`config.mk`:
```
export PLATFORM = sky130hd
export DESIGN_NAME = flowgram_noise_trimmer
export DESIGN_NICKNAME = d
export VERILOG_FILES = /design/src/design/fnt_pkg.sv /design/src/design/flowgram_noise_trimmer.sv
export SDC_FILE = /design/constraint.sdc
export NUM_CORES = 1
export LEC_CHECK = 0
export BUFFER_PORTS_ARGS = -buffer_cell sky130_fd_sc_hd__buf_2
export CAP_MARGIN = 10
export CORE_ASPECT_RATIO = 0.5
export CORE_UTILIZATION = 40
export DETAILED_ROUTE_END_ITERATION = 10
export GPL_TIMING_DRIVEN = 0
export PLACE_DENSITY = 0.64
export SLEW_MARGIN = 10
export SYNTH_ARGS = -nofsm -noshare
export SYNTH_HDL_FRONTEND = slang
export SYNTH_SLANG_ARGS = --single-unit
```
`constraint.sdc`:
```
create_clock -name clk -period 32.9 [get_ports clk]
set_input_delay 1.645 -clock clk [delete_from_list [all_inputs] [get_ports clk]]
set_output_delay 1.645 -clock clk [all_outputs]
set_load 0.01 [all_outputs]
```
`src/design/fnt_pkg.sv`:
```
package fnt_pkg;

  localparam int unsigned FlowW  = 16;
  localparam int unsigned BaseW  = 24;
  localparam int unsigned QuietW = 3;
  localparam int unsigned CfgW   = 16;

  localparam int unsigned InDataW  = 32;
  localparam int unsigned OutDataW = 48;

  localparam logic [FlowW-1:0]  NoiseLow       = 16'd50;
  localparam logic [FlowW-1:0]  SignalLevel    = 16'd70;
  localparam logic [FlowW-1:0]  FirstFlowLimit = 16'd2000;
  localparam logic [QuietW-1:0] QuietStop      = 3'd4;
  localparam logic [FlowW-1:0]  PosMax         = 16'hFFFF;
  localparam logic [BaseW-1:0]  BaseMax        = 24'hFF_FFFF;

  localparam logic [FlowW-1:0] CutoffReset   = 16'hFFFF;
  localparam logic [FlowW-1:0] MinCleanReset = 16'd360;

  // (x + 50) / 100 as floor((x + 50) * RecipMul / 2^RecipShift), exact for every 16-bit x (x + 50 <= 65585)
  localparam int unsigned RoundedW   = FlowW + 1;
  localparam int unsigned RecipShift = 23;
  localparam logic [RoundedW-1:0] RecipMul  = 17'd83887;
  localparam logic [RoundedW-1:0] HalfBase  = 17'd50;
  localparam int unsigned ProdW  = 2 * RoundedW;
  localparam int unsigned QuotW  = ProdW - RecipShift;

  typedef enum logic {
    REG_FLOW_CUTOFF     = 1'b0,
    REG_MIN_CLEAN_FLOWS = 1'b1
  } cfg_reg_t;

endpackage

```
`src/design/flowgram_noise_trimmer.sv`:
```
// Channel   | Direction | Payload (lowest bit first)
// s_axis    | in        | tdata: flow_value[15:0], read_length[31:16]; tlast: last_flow
// m_axis    | out       | tdata: accepted[0], clean_flows[16:1], base_count[40:17],
//           |           |        trim_applied[41], zero[47:42]
// cfg       | in        | cfg_we, cfg_index (0 flow_cutoff, 1 min_clean_flows), cfg_data
//
// One item per cycle unless a last flow waits: an input register, then the per-read update and result register.
// A result passes the input register and then the result register after its last flow is accepted.
// Only a last flow waits while the result register is full and not taken; other items always advance.
// rst is synchronous: registers take their reset values, per-read state clears.
module flowgram_noise_trimmer (
  input  logic                          clk,
  input  logic                          rst,
  input  logic                          s_axis_tvalid,
  output logic                          s_axis_tready,
  input  logic [fnt_pkg::InDataW-1:0]   s_axis_tdata,   // flow_value, read_length
  input  logic                          s_axis_tlast,
  output logic                          m_axis_tvalid,
  input  logic                          m_axis_tready,
  output logic [fnt_pkg::OutDataW-1:0]  m_axis_tdata,   // accepted, clean_flows,
                                                        // base_count, trim_applied
  input  logic                          cfg_we,
  input  logic                          cfg_index,
  input  logic [fnt_pkg::CfgW-1:0]      cfg_data
);
  import fnt_pkg::*;

  logic [FlowW-1:0] flow_cutoff;
  logic [FlowW-1:0] min_clean_flows;

  logic             in_valid;
  logic [FlowW-1:0] in_flow;
  logic [FlowW-1:0] in_len;
  logic             in_last;

  logic [FlowW-1:0]  pos;
  logic              noise_seen;
  logic [FlowW-1:0]  first_noise_position;
  logic [QuietW-1:0] quiet_run;
  logic [BaseW-1:0]  base_total;

  logic              out_valid;
  logic [OutDataW-1:0] out_data;

  logic advance;

  logic [FlowW-1:0]    pos_next;
  logic                noise_seen_next;
  logic [FlowW-1:0]    first_noise_position_next;
  logic [QuietW-1:0]   quiet_run_next;
  logic [BaseW-1:0]    base_total_next;
  logic                stop;
  logic                count_it;
  logic [RoundedW-1:0] rounded;
  logic [ProdW-1:0]    prod;
  logic [QuotW-1:0]    quot;
  logic [BaseW:0]      base_sum;
  logic [FlowW-1:0]    clean;
  logic                acc;
  logic [BaseW-1:0]    bases;
  logic                trim;

  assign advance       = in_valid && (!in_last || !out_valid || m_axis_tready);
  assign s_axis_tready = !in_valid || advance;
  assign m_axis_tvalid = out_valid;
  assign m_axis_tdata  = out_data;

  always_comb begin
    rounded  = {1'b0, in_flow} + HalfBase;
    prod     = {{RoundedW{1'b0}}, rounded} * {{RoundedW{1'b0}}, RecipMul};
    quot     = prod[ProdW-1:RecipShift];
    base_sum = {1'b0, base_total} + {{(BaseW + 1 - QuotW){1'b0}}, quot};

    stop           = 1'b0;
    quiet_run_next = quiet_run;
    if (in_flow > NoiseLow) begin
      if (in_flow < SignalLevel) begin
        stop = 1'b1;
      end else begin
        quiet_run_next = '0;
      end
    end else begin
      if (quiet_run < QuietStop) begin
        quiet_run_next = quiet_run + 1'b1;
      end
      if (quiet_run_next >= QuietStop) begin
        stop = 1'b1;
      end
    end

    count_it = (pos < flow_cutoff) && (in_flow > SignalLevel) &&
               !((pos == '0) && (in_flow > FirstFlowLimit));

    noise_seen_next           = noise_seen;
    first_noise_position_next = first_noise_position;
    base_total_next           = base_total;
    if (noise_seen) begin
      quiet_run_next = quiet_run;
    end else if (stop) begin
      noise_seen_next           = 1'b1;
      first_noise_position_next = pos;
    end else if (count_it) begin
      base_total_next = base_sum[BaseW] ? BaseMax : base_sum[BaseW-1:0];
    end

    pos_next = (pos < PosMax) ? pos + 1'b1 : pos;

    clean = noise_seen_next ? first_noise_position_next : pos_next;
    acc   = clean >= min_clean_flows;
    bases = acc ? base_total_next : '0;
    trim  = acc && (bases < {{(BaseW - FlowW){1'b0}}, in_len});
  end

  always_ff @(posedge clk) begin
    if (rst) begin
      flow_cutoff     <= CutoffReset;
      min_clean_flows <= MinCleanReset;
    end else if (cfg_we) begin
      case (cfg_index)
        REG_FLOW_CUTOFF:     flow_cutoff     <= cfg_data;
        REG_MIN_CLEAN_FLOWS: min_clean_flows <= cfg_data;
        default:             ;
      endcase
    end
  end

  // input register
  always_ff @(posedge clk) begin
    if (rst) begin
      in_valid <= 1'b0;
    end else if (s_axis_tready) begin
      in_valid <= s_axis_tvalid;
    end
  end

  always_ff @(posedge clk) begin
    if (s_axis_tready && s_axis_tvalid) begin
      in_flow <= s_axis_tdata[FlowW-1:0];
      in_len  <= s_axis_tdata[2*FlowW-1:FlowW];
      in_last <= s_axis_tlast;
    end
  end

  // per-read state; clear after the last flow
  always_ff @(posedge clk) begin
    if (rst) begin
      pos                  <= '0;
      noise_seen           <= 1'b0;
      first_noise_position <= '0;
      quiet_run            <= '0;
      base_total           <= '0;
    end else if (advance) begin
      if (in_last) begin
        pos                  <= '0;
        noise_seen           <= 1'b0;
        first_noise_position <= '0;
        quiet_run            <= '0;
        base_total           <= '0;
      end else begin
        pos                  <= pos_next;
        noise_seen           <= noise_seen_next;
        first_noise_position <= first_noise_position_next;
        quiet_run            <= quiet_run_next;
        base_total           <= base_total_next;
      end
    end
  end

  // result register
  always_ff @(posedge clk) begin
    if (rst) begin
      out_valid <= 1'b0;
    end else if (advance && in_last) begin
      out_valid <= 1'b1;
    end else if (m_axis_tready) begin
      out_valid <= 1'b0;
    end
  end

  always_ff @(posedge clk) begin
    if (advance && in_last) begin
      out_data <= {{(OutDataW - 2 - FlowW - BaseW){1'b0}}, trim, bases, clean, acc};
    end
  end

endmodule
```
==> results_dict.tcl <==
set metrics [dict create \
    status "finished clean" \
    final_cell_count_no_fill 2267 \
    critical_path_buf_inv_count 6 \
    diodes 0 \
    cp.depth 48 \
    path_clk_slew_ps 80 \
    num_vias 11800 \
    setup_viol 0 \
    fill_cells 3502 \
    hold_buffers 0 \
    criticalPathCategory "reg -> reg" \
    cts_sinks 169 \
    place_ws_ps 19980 \
    postRouteAntennaNets 0 \
    min_period_over_period_pct 40.27 \
    multi_input_area_mm2 0.009552 \
    wl_per_cell_um 16.82 \
    powerDensity_mw_per_mm2 77.48 \
    grtUsageTotal_pct 20.10 \
    use_met1_pct 28.56 \
    overflow 0 \
    yosys_most_used_dff "dfxtp_1" \
    slew_headroom_pct 18.78 \
    rsz0062_at_grt "false" \
    mostFrequentLayoutCell "inv_1" \
    power.leakage_uw 0.008033 \
    cp.arrival_ps 13500 \
    port_buffers 97 \
    met3_usage_pct 2.982 \
    grt_pass1_wl_mm 61.09 \
    crit_slowest_cell "a211oi_1" \
    fmax_ghz 0.07548 \
    top_usage_layer "met2" \
    tns_ps 0 \
    worst_slack_ps 19650 \
    cts_root_buf "clkbuf_16" \
    dr.pass1.iters 6 \
    synth_seq_cells 169 \
    ff2ff_setup_slack_ps 19650 \
    synthesis.area_per_instance_um2 9.125 \
    wl_mm 38.14 \
    ys_seq_area_share_pct 27.51 \
    finalInstanceArea_mm2 0.01678 \
    area_growth_pct 11.64 \
    yosysWarningCount 0 \
    cts_tree "yes" \
    clkLatencyLatePin_ps 440 \
    place_congestion 0.9155 \
    final_nets 2143 \
    maxCapViolations 0 \
    max_slew.worst_pin.slew_ps 1205 \
    final.min_clock_period_ps 13250 \
    critPathMaxStageDelay_ps 730 \
    clock_skew_ps 12.55 \
    min_path_cells 2 \
    layout_common_cells "inv_1, ha_1, nor2_1" \
    required_ps 33150 \
    synth-edff-count 75 \
    start_util_pct 41.20 \
    drive_gt1_share_pct 9.927 \
    crit_fanout 10 \
    die_y_um 139.1 \
    hold_violations 0 \
    crit_top_cell "ha_1" \
    start_kind "register" \
    antenna_found_initial 0 \
    core_mm2 0.03648 \
    dieArea_mm2 0.03840 \
    syn_inst 1647 \
    synth_area_mm2 0.01503 \
    drt_iter0_drc 809 \
    drv_slew 0 \
    placed_cells 2235 \
    ff_latch_area_mm2 0.004134 \
    cts_resized 0 \
    ios 105 \
    htree_levels 4 \
    ys_types 76 \
    cts_buffers 17 \
    grt_pass1_vias 11510 \
    rr_worst_depth 48 \
    critPathTopFamily "compound AO/OA/AOI/OAI gates" \
    grt.met2_usage_pct 31.86 \
    die_w_um 276.1 \
    cts_buffer_depth 2 \
    hold_path_class "reg -> reg" \
    dpl_cell_area_mm2 0.01620 \
    place_hpwl_mm 30.58 \
    post_drt_via_cell_ratio 5.205 \
    final_util_pct 45.99 \
    rows 49 \
    post_cts_buffers 0 \
    cp-end-kind "register" \
    drc 0 \
    grt_max_degree 27 \
    async_flop_share_pct 0 \
    vdd_drop_max_mv 0.07584 \
]
[through the flow]
stage / total power, uW / hold WS [ps]
2_1_floorplan: 893.8 / 436.3
3_3_place_gp: 1085 / 443.5
3_5_place_dp: 1108 / 448.3
4_1_cts: 1318 / 457.0
5_1_grt: 1466 / 487.0
6_report: 1300 / 455.6
[cells by family after synthesis]
| family | count (synthesis) | synth area share, % |
|---|---|---|
| xor+xnor | 75 | 4.371 |
| other cells | 1 | 0.02495 |
| flops | 169 | 27.51 |
| simple gates | 413 | 13.03 |
| compound gates | 301 | 13.38 |
| mux | 11 | 0.7576 |
| buf+inv | 359 | 9.208 |
| fa+ha+maj | 318 | 31.72 |
[flip-flops by register name (all words and copies together), names as in the netlist]
name	cells
m_axis_tvalid	1
in_flow	16
in_valid	1
base_total	24
in_len	16
noise_seen	1
in_last	1
m_axis_tdata	42
first_noise_position	16
flow_cutoff	16
pos	16
quiet_run	3
min_clean_flows	16
[per-layer routing]
| layer | up-vias | part of all wire, % |
|---|---|---|
| li1 | 5752 | - |
| met1 | 5673 | 47 |
| met2 | 336 | 45 |
| met3 | 39 | 6.3 |
| met4 | 0 | 1.7 |
| met5 | - | 0 |
[where the power goes]
group | total [uW] | switching [uW] | internal [uW]
logic | 871 | 505 | 366
clock network | 200 | 98.6 | 101
registers | 229 | 4.07 | 225
[cells in the mapped netlist (3+ instances only)]
cell type / instances / area [um^2]
inv_1: 289 / 1085
ha_1: 213 / 2665
nor2_1: 144 / 540.5
fa_1: 105 / 2102
nand2_1: 104 / 390.4
dfxtp_1: 94 / 1882
a21oi_1: 89 / 445.4
edfxtp_1: 75 / 2252
clkbuf_1: 53 / 198.9
o21ai_0: 45 / 225.2
xnor2_1: 40 / 350.3
xor2_1: 35 / 306.5
a22oi_1: 34 / 255.2
nand3_1: 32 / 160.2
a21o_1: 28 / 210.2
nor3_1: 27 / 135.1
and2_1: 19 / 118.9
a211o_1: 17 / 148.9
nor2b_1: 15 / 93.84
a31oi_1: 12 / 75.07
and3_1: 12 / 75.07
nand4_1: 12 / 75.07
o22ai_1: 12 / 75.07
o21a_1: 11 / 82.58
a211oi_1: 9 / 67.56
buf_4: 8 / 60.06
mux2i_1: 8 / 80.08
nand2b_1: 8 / 50.05
nor4_1: 7 / 43.79
or2_2: 6 / 37.54
nand3b_1: 5 / 37.54
and4_1: 4 / 35.03
buf_2: 4 / 20.02
o211ai_1: 4 / 30.03
o31ai_1: 4 / 30.03
or3_1: 4 / 25.02
a2111oi_0: 3 / 26.28
a31o_2: 3 / 26.28
buf_1: 3 / 11.26
mux2_2: 3 / 33.78
or4_1: 3 / 22.52
[path summary, 6_finish.rpt]
path | end | from
max | m_axis_tdata[41] | in_flow[2]
min | min_clean_flows[7] | min_clean_flows[7]
max reg2reg | m_axis_tdata[41] | in_flow[2]
min reg2reg | min_clean_flows[7] | min_clean_flows[7]
[tightest hold or removal path, stage by stage (launching register included)]
cell and delay (ps):
dfxtp_1 310, nand2_1 50, a21oi_1 50
[layout make-up]
| type | count | share of cell area (%) |
|---|---|---|
| multi-input combinational | 1124 | 56.93 |
| sequential | 169 | 24.64 |
| inverter | 290 | 6.488 |
| tap | 484 | 3.610 |
| timing repair buffer | 99 | 3.132 |
| clock buffer | 17 | 2.536 |
| buffer | 69 | 1.760 |
| clock inverter | 15 | 0.9024 |
Power figures use the tool's default switching activity.
